<file path="src/rqs_pkg.sv">
`default_nettype none
// ----------------------------------------------------------------------------
// rqs_pkg
// Shared constants, state encoding and control structs for the read quality
// statistics block.
// ----------------------------------------------------------------------------
package rqs_pkg;

    localparam int MAX_READ_LEN_DEF     = 256;
    localparam int QUALITY_MAX_DEF      = 93;
    localparam int GC_FRACTION_BITS_DEF = 16;

    localparam int GC_BIN_COUNT = 101;
    localparam int GC_PERCENT   = 100;
    localparam int BASE_CODES   = 5;
    localparam int COUNTER_NUM  = 3;

    localparam int QUAL_W     = 7;
    localparam int CHAR_W     = 8;
    localparam int CODE_W     = 3;
    localparam int SEL_W      = 3;
    localparam int IDX_W      = 11;
    localparam int INREADS_W  = 8;
    localparam int DATA_W     = 48;
    localparam int S_TDATA_W  = 40;
    localparam int COUNTER_W  = 40;
    localparam int LEN_HIST_W = 32;
    localparam int QHIST_W    = 40;
    localparam int GC_BIN_W   = 48;
    localparam int BPC_W      = 32;
    localparam int QPS_W      = 40;

    localparam logic [QUAL_W-1:0] QOFF_RESET = 7'd33;

    localparam logic CMD_BASE  = 1'b0;
    localparam logic CMD_FETCH = 1'b1;

    localparam logic [CODE_W-1:0] BASE_A = 3'd0;
    localparam logic [CODE_W-1:0] BASE_C = 3'd1;
    localparam logic [CODE_W-1:0] BASE_G = 3'd2;
    localparam logic [CODE_W-1:0] BASE_T = 3'd3;
    localparam logic [CODE_W-1:0] BASE_N = 3'd4;

    localparam logic [SEL_W-1:0] SEL_COUNTERS = 3'd0;
    localparam logic [SEL_W-1:0] SEL_LENGTH   = 3'd1;
    localparam logic [SEL_W-1:0] SEL_QUALITY  = 3'd2;
    localparam logic [SEL_W-1:0] SEL_GC       = 3'd3;
    localparam logic [SEL_W-1:0] SEL_BASES    = 3'd4;
    localparam logic [SEL_W-1:0] SEL_QSUMS    = 3'd5;

    typedef enum logic [3:0] {
        ST_CLEAR,
        ST_IDLE,
        ST_ITEM,
        ST_FETCH,
        ST_BASE_WR,
        ST_FIN_RD,
        ST_FIN_WR,
        ST_DIV_LO_GO,
        ST_DIV_LO,
        ST_DIV_HI,
        ST_GC_SETUP,
        ST_GC_RD,
        ST_GC_WR
    } state_t;

    typedef struct packed {
        logic clear_step;
        logic load_item;
        logic base_wr;
        logic fin_wr;
        logic div_go_lo;
        logic cap_lo;
        logic cap_hi;
        logic gc_setup;
        logic gc_wr;
        logic load_out;
    } dp_cmd_t;

    typedef struct packed {
        logic clear_done;
        logic is_fetch;
        logic finish;
        logic spread;
        logic div_done;
        logic gc_last;
        logic out_free;
    } dp_status_t;

endpackage
`default_nettype wire

</file>
<file path="src/rqs_ctrl.sv">
`default_nettype none
// ----------------------------------------------------------------------------
// rqs_ctrl
// Sequencer: clearing, read-out, base and end-of-read update, GC spread walk.
// ----------------------------------------------------------------------------
module rqs_ctrl (
    input  wire logic                clk,
    input  wire logic                rst_n,
    input  wire logic                s_tvalid,
    input  wire rqs_pkg::dp_status_t status,
    output rqs_pkg::dp_cmd_t         cmd,
    output logic                     s_tready
);
    import rqs_pkg::*;

    state_t state_reg, state_next;

    always_comb
    begin
        state_next = state_reg;
        unique case (state_reg)
            ST_CLEAR:     if (status.clear_done) state_next = ST_IDLE;
            ST_IDLE:      if (s_tvalid) state_next = ST_ITEM;
            ST_ITEM:      state_next = status.is_fetch ? ST_FETCH : ST_BASE_WR;
            ST_FETCH:     if (status.out_free) state_next = ST_IDLE;
            ST_BASE_WR:   state_next = status.finish ? ST_FIN_RD : ST_IDLE;
            ST_FIN_RD:    state_next = ST_FIN_WR;
            ST_FIN_WR:    state_next = status.spread ? ST_DIV_LO_GO : ST_IDLE;
            ST_DIV_LO_GO: state_next = ST_DIV_LO;
            ST_DIV_LO:    if (status.div_done) state_next = ST_DIV_HI;
            ST_DIV_HI:    if (status.div_done) state_next = ST_GC_SETUP;
            ST_GC_SETUP:  state_next = ST_GC_RD;
            ST_GC_RD:     state_next = ST_GC_WR;
            ST_GC_WR:     state_next = status.gc_last ? ST_IDLE : ST_GC_RD;
            default:      state_next = ST_IDLE;
        endcase
    end

    always_comb
    begin
        cmd      = '0;
        s_tready = 1'b0;
        unique case (state_reg)
            ST_CLEAR:     cmd.clear_step = 1'b1;
            ST_IDLE:
            begin
                s_tready      = 1'b1;
                cmd.load_item = s_tvalid;
            end
            ST_FETCH:     cmd.load_out = status.out_free;
            ST_BASE_WR:   cmd.base_wr = 1'b1;
            ST_FIN_WR:    cmd.fin_wr = 1'b1;
            ST_DIV_LO_GO: cmd.div_go_lo = 1'b1;
            ST_DIV_LO:    cmd.cap_lo = status.div_done;
            ST_DIV_HI:    cmd.cap_hi = status.div_done;
            ST_GC_SETUP:  cmd.gc_setup = 1'b1;
            ST_GC_WR:     cmd.gc_wr = 1'b1;
            default:      cmd = '0;
        endcase
    end

    always_ff @(posedge clk or negedge rst_n)
    begin
        if (!rst_n)
            state_reg <= ST_CLEAR;
        else
            state_reg <= state_next;
    end

endmodule
`default_nettype wire

</file>
<file path="config.mk">
export PLATFORM = sky130hd
export DESIGN_NAME = rqs_ctrl
export DESIGN_NICKNAME = d
export VERILOG_FILES = /design/src/rqs_pkg.sv /design/src/rqs_ctrl.sv
export SDC_FILE = /design/constraint.sdc
export NUM_CORES = 1
export LEC_CHECK = 0
export BUFFER_PORTS_ARGS = -buffer_cell sky130_fd_sc_hd__buf_4
export CORE_AREA = 4 4 41 43
export DETAILED_ROUTE_END_ITERATION = 6
export DIE_AREA = 0 0 45 47
export GPL_TIMING_DRIVEN = 0
export SLEW_MARGIN = 20
export SYNTH_ARGS = -nofsm -noshare
export SYNTH_HDL_FRONTEND = slang
export SYNTH_SLANG_ARGS = --single-unit
</file>
<file path="constraint.sdc">
create_clock -name clk -period 1.6 [get_ports clk]
set_input_delay 0.32 -clock clk [delete_from_list [all_inputs] [get_ports clk]]
set_output_delay 0.32 -clock clk [all_outputs]
set_load 0.01 [all_outputs]
</file>
---- After elaboration in Yosys (flattened, before gate mapping) ----
Cells that the tools add are included.
word-level totals
  register bits ........................... 4
  output and inout bits ................... 11
operators by class
  eq/ne operators ......................... 17
  mux-type cells .......................... 21
  reductions and logical operators ........ 2
operator list
  kind                  number
  $pmux W4 S13          1
  $mux W4               6
  $eq A4 B4 Y1 const B  5
  $eq A4 B3 Y1 const B  4
  $mux W1               11
  $ne A2 B2 Y1 const B  5
  $mux W3               3
  $eq A4 B2 Y1 const B  2
  $reduce_and A5 Y1     1
  $eq A4 B1 Y1 const B  1
  $logic_not A4 Y1      1

---- Depth between registers and ports, before layout ----
Gate-level depths: netlist of the first run.
  word-level depth ........................ 3
  gate-level depth with buffers ........... 5

---- Least setup slack after synthesis of the first run ----
OpenSTA, ideal clock, no wires.
  path kind ............................... register to output
  start ................................... register state_reg[2]
  end ..................................... output port cmd[3] (netlist bit)
  data arrival time ....................... 1125 ps
  path slack .............................. 155 ps
  stages on the path, launching flop included .. 4
  cells stage by stage .................... dfrtp_1 > buf_4 > buf_2 > nor4b_1
RTL lines
  item                    line            source
  start, declared         rqs_ctrl.sv:16  state_t state_reg, state_next;
  start signal, assigned  rqs_ctrl.sv:67  state_reg <= state_next;
  end, declared           rqs_ctrl.sv:11  output rqs_pkg::dp_cmd_t cmd,

==> results.txt, run 1 <==
----------------------------------------------------
[Outcome]
  Status ... complete, no violations

[Worst setup path]
  Class of the most critical setup path ... register to output port
  Critical-path cell with the highest stage delay ... sky130_fd_sc_hd__dfrtp_1
  Worst reg2reg path endpoint ... state_reg[0]
  Launch instance of the worst register-to-register path ... state_reg[2]
  Kind of cell adding the most delay to the critical path ... flip-flops
  Element type at the critical path start ... register
  Worst R2R Setup Slack ... 0.16 ns
  Chain of cells forming the critical path ... buf_6 > nor2_4 > nand2_1 > nor2_2 > and2_1 > buf_4
  Launching instance or port of the critical path ... state_reg[3]
  Biggest fanout along the worst timing path ... 5
  Slowest stage delay, CP ... 0.40 ns
  Depth of the worst register-to-register path ... 6
  CP bufs+invs ... 2
  Data arrival at the endpoint of the critical path ... 1.27 ns
  Worst Setup End Kind ... output port
  Required time reported for the critical path endpoint ... 1.28 ns

[GRT]
  Maximum number of pins on one net before global-route repair ... 11
  Antenna violations before repair ... 0
  Number of global-route vias before repair ... 480
  First-pass GRT wire length ... 1.87 mm
  Global route total overflow ... 0
  Global Route Usage Sum ... 0.120

[STA]
  Final critical-path required period ... 1.59 ns
  Setup tns final ... 0 ns
  Slew of the pin with the lowest slew margin ... 0.253 ns
  Final worst path period share ... 0.995
  Setup-violating endpoint count in the final report ... 0
  Endpoints failing hold ... 0
  Final worst clock skew ... 0.00474 ns
  Number of pins with negative max-slew slack in the final report ... 0
  Fmax ... 628 MHz
  Tightest slew margin relative to the limit ... 0.829
  RSZ-0062 raised after global routing ... true

[Flow run]
  Max-cap check violation count ... 0

[Clocking]
  Max Buffers Root-to-Sink ... 2
  CTS Sinks ... 4
  CTS Root Buffer Type ... sky130_fd_sc_hd__clkbuf_4
  TritonCTS clock tree ... yes
  CTS HTree Levels ... 1
  Clock latency at the later pin of the worst-skew pair ... 0.23 ns
  Clock transition at the register clock pins on the worst setup and hold paths after CTS ... 0.04 ns
  Number of buffers added by the clock tree synthesis step ... 3

[Routing]
  Via-per-instance ratio ... 5.21
  Uppermost routed layer ... met3
  DRC violation count after routing ... 0
  Average routed wire per standard cell ... 13.3 um
  Count of TritonRoute iterations in the first routing pass ... 4
  Initial DRC Count ... 4
  Routed wire length on met2 ... 719 um
  Vias ... 542
  Met3 wirelength from detailed routing ... 106 um
  Wire length after detailed routing ... 1.38 mm
  Routed length on met1 ... 552 um
  Post-route ant nets ... 0

[Die]
  Top-level port count ... 21
  Placeable core region ... 1300 sq um
  Initial cell density of the core ... 0.318
  Horizontal die dimension ... 45 um
  Floorplan row count ... 13
  Die Y-Extent ... 47 um
  Die Outline Area ... 2120 sq um

[Min path]
  WHS Endpoint ... state_reg[1]
  Worst hold path stage count ... 2
  Startpoint of the worst hold path ... status[0]
  Class of the most critical hold timing path ... primary input to register

[Layout]
  Cell Count, Final, Fillers Out ... 104
  Max reg flops ... 4
  Register cell area after layout ... 101 sq um
  Fill cell count ... 133
  Area added between synthesis and finish ... 83.4%
  Fraction of final layout cells with drive strength greater than 1 ... 0.517
  Final layout net count ... 101
  Area taken by multi-input logic gates ... 318 sq um
  Antenna cell count ... 0
  Cell area after layout ... 759 sq um

[Yosys]
  Count of synthesis-stage warnings from yosys ... 0
  Syn Std Cell Area ... 414 sq um
  Count of mapped cells out of synthesis ... 57
  Syn nets ... 67
  Fraction of the yosys area taken by sequential cells ... 0.242
  Average cell area after synthesis ... 7.27 sq um
  #FFs+latches synth ... 4
  Count of different cell masters after synthesis ... 31

[Power and ir drop]
  Power density over the cells ... 2040 nW/um^2
  Max VDD drop ... 1.23 mV
  Static leakage ... 0.378 nW

[Placement]
  Placer Congestion ... 0.735
  Placed cell area ... 583 sq um
  Count of buffers inserted at the top-level ports ... 20
  Post-detail-place hpwl ... 874 um
  Cell count after placement ... 92

----------------------------------------------------
[how the worst max path moves through the flow]
stage | slack (ns) | end | depth (start not counted)
2_1_floorplan | 0.16 | cmd[3] | 3
3_3_place_gp | 0.09 | cmd[3] | 4
3_5_place_dp | 0.11 | cmd[3] | 4
4_1_cts | -0.01 | cmd[5] | 4
5_1_grt | -0.08 | cmd[8] | 6
6_report | 0.008 | cmd[8] | 6
[metrics by stage]
stage	hold WS (ns)	utilization	setup WS (ns)	total power, mW
6_report	0.323	0.584	0.00763	1.55
5_1_grt	0.317	0.584	-0.0770	1.67
4_1_cts	0.313	0.504	-0.0142	1.29
3_5_place_dp	0.118	0.448	0.109	1.06
3_3_place_gp	0.118	0.448	0.0938	1.06
2_1_floorplan	0.0244	-	0.155	0.799
[synthesized netlist by cell type (all sizes together)]
cell	count	area (sq um)
a211oi	1	7.51
a21boi	1	7.51
a21o	1	7.51
a21oi	2	10.0
a2bb2oi	1	8.76
a311oi	1	8.76
a31oi	1	6.26
and2	1	6.26
and2b	1	7.51
and3	1	6.26
buf	5	32.5
clkbuf	1	3.75
dfrtp	4	100
inv	2	7.51
mux2i	2	20.0
nand2	4	15.0
nand2b	2	12.5
nand3	1	5.00
nand3b	2	15.0
nor2	10	37.5
nor3	3	15.0
nor3b	1	7.51
nor4b	1	8.76
o211a	1	10.0
o21a	1	7.51
o21ai	2	10.0
o22a	1	8.76
o22ai	1	6.26
o31a	1	8.76
or2	1	6.26
[power by group]
| part | switching [mW] | leakage (nW) | total (mW) | internal (mW) |
|---|---|---|---|---|
| logic | 0.568 | 0.313 | 1.22 | 0.657 |
| clock network | 0.0363 | 0.0138 | 0.120 | 0.0835 |
| registers | 0.0492 | 0.0505 | 0.205 | 0.156 |
| total | 0.654 | 0.378 | 1.55 | 0.896 |
[cell type report]
class / count / share of cell area
buffer: 5 / 0.0741
clock buffer: 3 / 0.0297
inverter: 2 / 0.00988
multi-input combinational: 45 / 0.418
sequential: 4 / 0.133
tap: 15 / 0.0247
timing repair buffer: 30 / 0.310
[per-layer routing]
layer,vias up,track usage
met5,-,0
met4,0,0.0175
met2,16,0.212
met1,257,0.141
met3,0,0.0460
li1,269,-
[logic make-up after synthesis]
kind of cell | synth area share
AOI/OAI and AO/OA | 0.260
buffers and inverters | 0.106
DFF | 0.242
muxes | 0.0483
and+or+nand+nor | 0.344
[cell usage in the layout, fill, tap and decap left out, types with 2 or more instances in the layout]
cell type and n:
sky130_fd_sc_hd__nand2_1 4, sky130_fd_sc_hd__dfrtp_1 3, sky130_fd_sc_hd__nand2b_1 2, sky130_fd_sc_hd__clkbuf_4 3, sky130_fd_sc_hd__nor2_1 8, sky130_fd_sc_hd__nand3b_1 2, sky130_fd_sc_hd__a21oi_1 2, sky130_fd_sc_hd__nor3_2 3
sky130_fd_sc_hd__mux2i_1 2, sky130_fd_sc_hd__buf_6 5, sky130_fd_sc_hd__buf_4 28, sky130_fd_sc_hd__o21ai_0 2, sky130_fd_sc_hd__inv_1 2
[timing repair]
item	4_1_cts	5_1_grt
buffers inserted	1	8
setup endpoints to repair	7	7
hold buffers	1	0
pin swaps	1	5
gates resized for setup	9	11
hold endpoints to repair	4	0
No activity file was read; power rests on OpenSTA's default activity.
==> run 2: changes to the inputs <==
Clock period 1.6 ns to 1.4 ns, I/O delays scaled along.
==> run 2 against run 1 <==
The run now ends with setup timing left. Worst setup slack worse by 0.19 ns. Clock power up 22%. Critical endpoint is now cmd[3]. Hold slack worse by 0.064 ns. Highest routed layer is now met4. Sequential cell count unchanged. Global-route usage increased by 4.3 points. Via count grew 4.4%. Non-clock buffer count grew 6. Routed wire length grew 12%. Cell area up 9.6%. First-iteration DRC count increased by 25%.
==> results.txt, run 2 (synthesis gave the netlist of run 1 again) <==
----------------------------------------------------
[Outcome]
  Status ... complete, but fails checks
  Failing checks ... setup timing

[Placement]
  Post-detail-place hpwl ... 863 um
  Count of buffers inserted at the top-level ports ... 20
  Placer Congestion ... 0.747
  Placed cell area ... 589 sq um

[Worst setup path]
  CP bufs+invs ... 3
  Element type at the critical path start ... register
  Worst Setup End Kind ... output port
  Critical-path cell with the highest stage delay ... sky130_fd_sc_hd__dfrtp_1
  Biggest fanout along the worst timing path ... 7
  Slowest stage delay, CP ... 0.36 ns
  Chain of cells forming the critical path ... buf_6 > buf_8 > nor4b_4 > buf_4
  Required time reported for the critical path endpoint ... 1.12 ns
  Data arrival at the endpoint of the critical path ... 1.30 ns
  Class of the most critical setup path ... register to output port
  Kind of cell adding the most delay to the critical path ... buffers and inverters
  Worst R2R Setup Slack ... -0.03 ns

[Power and ir drop]
  Reg power frac ... 0.113
  Internal ... 1.15 mW
  Overall power after layout ... 1.98 mW
  Clock share of power ... 0.074
  Max VDD drop ... 1.22 mV
  Net switching power figure ... 826 uW
  Net switching fraction of the power ... 0.418
  Static leakage ... 0.423 nW
  Share of power burned in combinational logic ... 0.813
  Power density over the cells ... 2370 nW/um^2

[Clocking]
  Clock latency at the later pin of the worst-skew pair ... 0.24 ns
  Number of buffers added by the clock tree synthesis step ... 3
  Max Buffers Root-to-Sink ... 2
  Clock transition at the register clock pins on the worst setup and hold paths after CTS ... 0.04 ns
  CTS Sinks ... 4
  TritonCTS clock tree ... yes
  CTS HTree Levels ... 1
  CTS Root Buffer Type ... sky130_fd_sc_hd__clkbuf_4

[STA]
  Final worst path period share ... 1.13
  Final worst clock skew ... 0.00413 ns
  Least setup slack across all paths after layout ... -0.183 ns
  RSZ-0062 raised after global routing ... true
  WHS ... 0.260 ns
  Fmax ... 632 MHz
  Endpoints failing hold ... 0
  Setup-violating endpoint count in the final report ... 12
  Tightest slew margin relative to the limit ... 0.831
  Number of pins with negative max-slew slack in the final report ... 0
  Slew of the pin with the lowest slew margin ... 0.251 ns
  Final critical-path required period ... 1.58 ns

[GRT]
  Global route total overflow ... 0
  Global Route Usage Sum ... 0.163
  Number of global-route vias before repair ... 537
  Antenna violations before repair ... 0
  First-pass GRT wire length ... 2.35 mm
  Maximum number of pins on one net before global-route repair ... 11

[Layout]
  Max reg flops ... 4
  Antenna cell count ... 0
  Commonest non-fill, non-tap cell in the layout ... sky130_fd_sc_hd__buf_4
  Final core area utilization ... 0.639
  Leading cell types in the layout, fill and taps excluded ... sky130_fd_sc_hd__buf_4 (32), sky130_fd_sc_hd__buf_6 (7), sky130_fd_sc_hd__nor2_1 (6), sky130_fd_sc_hd__dfrtp_1 (4), sky130_fd_sc_hd__clkbuf_4 (3)
  Fill cell count ... 117
  Area added between synthesis and finish ... 101%
  Cell area after layout ... 832 sq um
  Fraction of final layout cells with drive strength greater than 1 ... 0.579
  Final layout net count ... 107

[Routing]
  DRC violation count after routing ... 0
  Via-per-instance ratio ... 5.15
  Wire length after detailed routing ... 1.54 mm
  Post-route ant nets ... 0
  Count of TritonRoute iterations in the first routing pass ... 4
  Average routed wire per standard cell ... 14.0 um
  Vias ... 566
  Initial DRC Count ... 5

[Min path]
  Class of the most critical hold timing path ... primary input to register

[Die]
  Die Outline Area ... 2120 sq um
  Die Y-Extent ... 47 um
  Floorplan row count ... 13
  Top-level port count ... 21
  Placeable core region ... 1300 sq um
  Initial cell density of the core ... 0.318
  Horizontal die dimension ... 45 um

[Flow run]
  Max-cap check violation count ... 0

----------------------------------------------------
-- run 2: cell types whose count changed in the layout (fill, tap and decap cells not counted), moves of 2 or more --
cell,delta
sky130_fd_sc_hd__buf_6,+2
sky130_fd_sc_hd__nand2_1,-2
sky130_fd_sc_hd__buf_4,+4
sky130_fd_sc_hd__nor2_1,-2
-- run 2: worst paths after layout --
path | from | to | cells after the start
hold / removal | status[0] | state_reg[1] | 2
setup / recovery | state_reg[2] | cmd[3] | 4
min in group asynchronous | rst_n | state_reg[1] | 2
setup reg to reg | state_reg[3] | state_reg[1] | 7
hold reg to reg | state_reg[1] | state_reg[2] | 2
max in group asynchronous | rst_n | state_reg[3] | 2
-- run 2: layout make-up --
type	instances	area (sq um)	share of cell area
timing repair buffer	36	292	0.350
inverter	2	7.51	0.00902
sequential	4	100	0.120
tap	15	18.8	0.0226
multi-input combinational	45	339	0.408
buffer	5	52.6	0.0632
clock buffer	3	22.5	0.0271
-- run 2: power groups by stage --
stage	Clock, mW	Combinational (mW)	Sequential (mW)
finish	0.146	1.61	0.224
CTS	0.142	1.37	0.220
global placement	0	0.991	0.226
floorplan	0	0.711	0.212
detailed placement	0	0.989	0.226
global route	0.165	1.73	0.230
-- run 2: repair_timing --
item	4_1_cts	5_1_grt
setup buffers	13	2
endpoints found under the hold margin	4	0
resized for setup	14	12
hold buffers	1	0
setup endpoints to repair	11	13
pin swaps	7	5
-- run 2: through the flow --
| stage | worst slack [ns] | instances | TNS (ns) |
|---|---|---|---|
| 2_1_floorplan | 0.0133 | 57 | 0 |
| 3_3_place_gp | -0.0429 | 92 | -0.0787 |
| 3_5_place_dp | -0.0690 | 92 | -0.101 |
| 4_1_cts | -0.143 | 108 | -0.891 |
| 5_1_grt | -0.230 | 110 | -1.91 |
| 6_report | -0.183 | 110 | -1.11 |
-- run 2: metal layers --
| metal | up-vias | wire length, um | GRT usage |
|---|---|---|---|
| li1 | 277 | - | - |
| met5 | - | 0 | 0 |
| met1 | 264 | 621 | 0.190 |
| met2 | 19 | 785 | 0.263 |
| met3 | 6 | 77 | 0.0345 |
| met4 | 0 | 53 | 0.123 |
==> run 3: changes to the inputs <==
Settings changed: CORE_AREA 4 4 41 43 to 2 2 39 41, DIE_AREA 0 0 45 47 to 0 0 41 43, GPL_TIMING_DRIVEN 0 to not set, PLACE_DENSITY_LB_ADDON set to 0.08.
==> run 3 against run 2 <==
The flow still finishes with violations (setup timing). Largest power group unchanged. Cell area rose by 0.60%. Clock power barely moved. Combinational power barely moved. Final cell count did not move. Critical endpoint is now cmd[8]. Via count fell by 3.0%. Sequential cell count did not move.
==> results.txt, run 3 (synthesis gave the netlist of run 1 again) <==
----------------------------------------------------
[Power and ir drop]
  Reg power frac ... 0.130
  Clock share of power ... 0.074
  Net switching power figure ... 824 uW
  Overall power after layout ... 1.99 mW
  Static leakage ... 0.410 nW
  Net switching fraction of the power ... 0.415
  Internal ... 1.16 mW
  Share of power burned in combinational logic ... 0.797
  Max VDD drop ... 1.17 mV
  Power density over the cells ... 2370 nW/um^2

[Die]
  Placeable core region ... 1380 sq um
  Top-level port count ... 21
  Die Y-Extent ... 43 um
  Horizontal die dimension ... 41 um
  Initial cell density of the core ... 0.299
  Floorplan row count ... 14
  Die Outline Area ... 1760 sq um

[STA]
  Final critical-path required period ... 1.53 ns
  Least setup slack across all paths after layout ... -0.129 ns
  Tightest slew margin relative to the limit ... 0.828
  Number of pins with negative max-slew slack in the final report ... 0
  Setup tns final ... -0.848 ns
  Final worst clock skew ... 0.00346 ns
  Slew of the pin with the lowest slew margin ... 0.256 ns
  Fmax ... 654 MHz
  WHS ... 0.259 ns
  Setup-violating endpoint count in the final report ... 12
  Endpoints failing hold ... 0
  RSZ-0062 raised after global routing ... true
  Final worst path period share ... 1.09

[Placement]
  Post-detail-place hpwl ... 861 um
  Count of buffers inserted at the top-level ports ... 20
  Placer Congestion ... 0.730
  Pre-CTS WS ... 0.0691 ns

[Worst setup path]
  Data arrival at the endpoint of the critical path ... 1.25 ns
  Biggest fanout along the worst timing path ... 5
  Worst Setup End Kind ... output port
  Required time reported for the critical path endpoint ... 1.12 ns
  Element type at the critical path start ... register
  Class of the most critical setup path ... register to output port

[GRT]
  Global route total overflow ... 0
  First-pass GRT wire length ... 2.10 mm
  Global Route Usage Sum ... 0.180
  Antenna violations before repair ... 0
  Maximum number of pins on one net before global-route repair ... 13
  Number of global-route vias before repair ... 514

[Outcome]
  Failing checks ... setup timing
  Status ... complete, but fails checks

[Layout]
  Leading cell types in the layout, fill and taps excluded ... sky130_fd_sc_hd__buf_4 (32), sky130_fd_sc_hd__nor2_1 (7), sky130_fd_sc_hd__buf_6 (6)
  Final layout net count ... 106
  Antenna cell count ... 0
  Commonest non-fill, non-tap cell in the layout ... sky130_fd_sc_hd__buf_4
  Fill cell count ... 136
  Fraction of final layout cells with drive strength greater than 1 ... 0.617
  Max reg flops ... 4
  Area added between synthesis and finish ... 102%

[Clocking]
  CTS Sinks ... 4
  Clock transition at the register clock pins on the worst setup and hold paths after CTS ... 0.04 ns
  Clock latency at the later pin of the worst-skew pair ... 0.24 ns
  CTS HTree Levels ... 1
  CTS Root Buffer Type ... sky130_fd_sc_hd__clkbuf_4
  Number of buffers added by the clock tree synthesis step ... 3
  TritonCTS clock tree ... yes
  Max Buffers Root-to-Sink ... 2

[Min path]
  Class of the most critical hold timing path ... primary input to register

[Routing]
  Vias ... 549
  Post-route ant nets ... 0
  Average routed wire per standard cell ... 13.0 um
  Via-per-instance ratio ... 4.99
  Count of TritonRoute iterations in the first routing pass ... 4
  Initial DRC Count ... 7
  DRC violation count after routing ... 0
  Wire length after detailed routing ... 1.44 mm

[Flow run]
  Max-cap check violation count ... 0

----------------------------------------------------
run 3: cell type report:
cell class	count	area, sq um	share of cell area
clock buffer	3	22.5	0.0269
inverter	2	10.0	0.0120
multi-input combinational	45	344	0.411
sequential	4	103	0.123
tap	16	20.0	0.0239
timing repair buffer	40	338	0.404
run 3: power groups by stage:
stage / Sequential [mW] / Combinational (mW) / Clock (mW)
floorplan: 0.212 / 0.711 / 0
global placement: 0.246 / 1.02 / 0
detailed placement: 0.242 / 1.02 / 0
CTS: 0.256 / 1.41 / 0.155
global route: 0.266 / 1.70 / 0.169
finish: 0.257 / 1.58 / 0.147
run 3: critical path, cell delays in order, from the launching register on:
cell	delay [ns]
sky130_fd_sc_hd__dfrtp_2	0.44
sky130_fd_sc_hd__nor2_2	0.15
sky130_fd_sc_hd__nand2_1	0.09
sky130_fd_sc_hd__nor2_2	0.10
sky130_fd_sc_hd__and2_1	0.13
sky130_fd_sc_hd__buf_4	0.11
run 3: timing repair:
item | in CTS | in global routing
setup buffers | 10 | 3
cloned | 1 | 0
hold buffers | 1 | 0
setup endpoints to repair | 11 | 14
endpoints found under the hold margin | 4 | 0
resized for setup | 16 | 9
pin swaps | 4 | 6
run 3: worst paths after layout:
path	from	to	slack, ns	cells after the start
max in group asynchronous	rst_n	state_reg[2]	0.91	2
worst min register to register	state_reg[3]	state_reg[3]	0.58	1
min in group asynchronous	rst_n	state_reg[1]	0.38	2
worst min-delay path	status[0]	state_reg[1]	0.26	2
worst max register to register	state_reg[2]	state_reg[2]	0	7
worst max-delay path	state_reg[2]	cmd[8]	-0.13	5
run 3: through the flow:
| stage | instance area [sq um] | utilization | cells |
|---|---|---|---|
| global route | 837 | 0.605 | 110 |
| floorplan | 420 | - | 57 |
| detailed placement | 607 | 0.439 | 94 |
| CTS | 792 | 0.572 | 109 |
| global placement | 607 | 0.439 | 94 |
| finish | 837 | 0.605 | 110 |
run 3: metal layers:
| metal | part of all wire | routed length (um) | global-route usage | vias up |
|---|---|---|---|---|
| met5 | 0 | 0 | 0 | - |
| met4 | 0.0091 | 13 | 0.120 | 0 |
| met3 | 0.035 | 50 | 0.0157 | 2 |
| met2 | 0.55 | 785 | 0.309 | 13 |
| met1 | 0.41 | 585 | 0.191 | 259 |
| li1 | - | - | - | 275 |
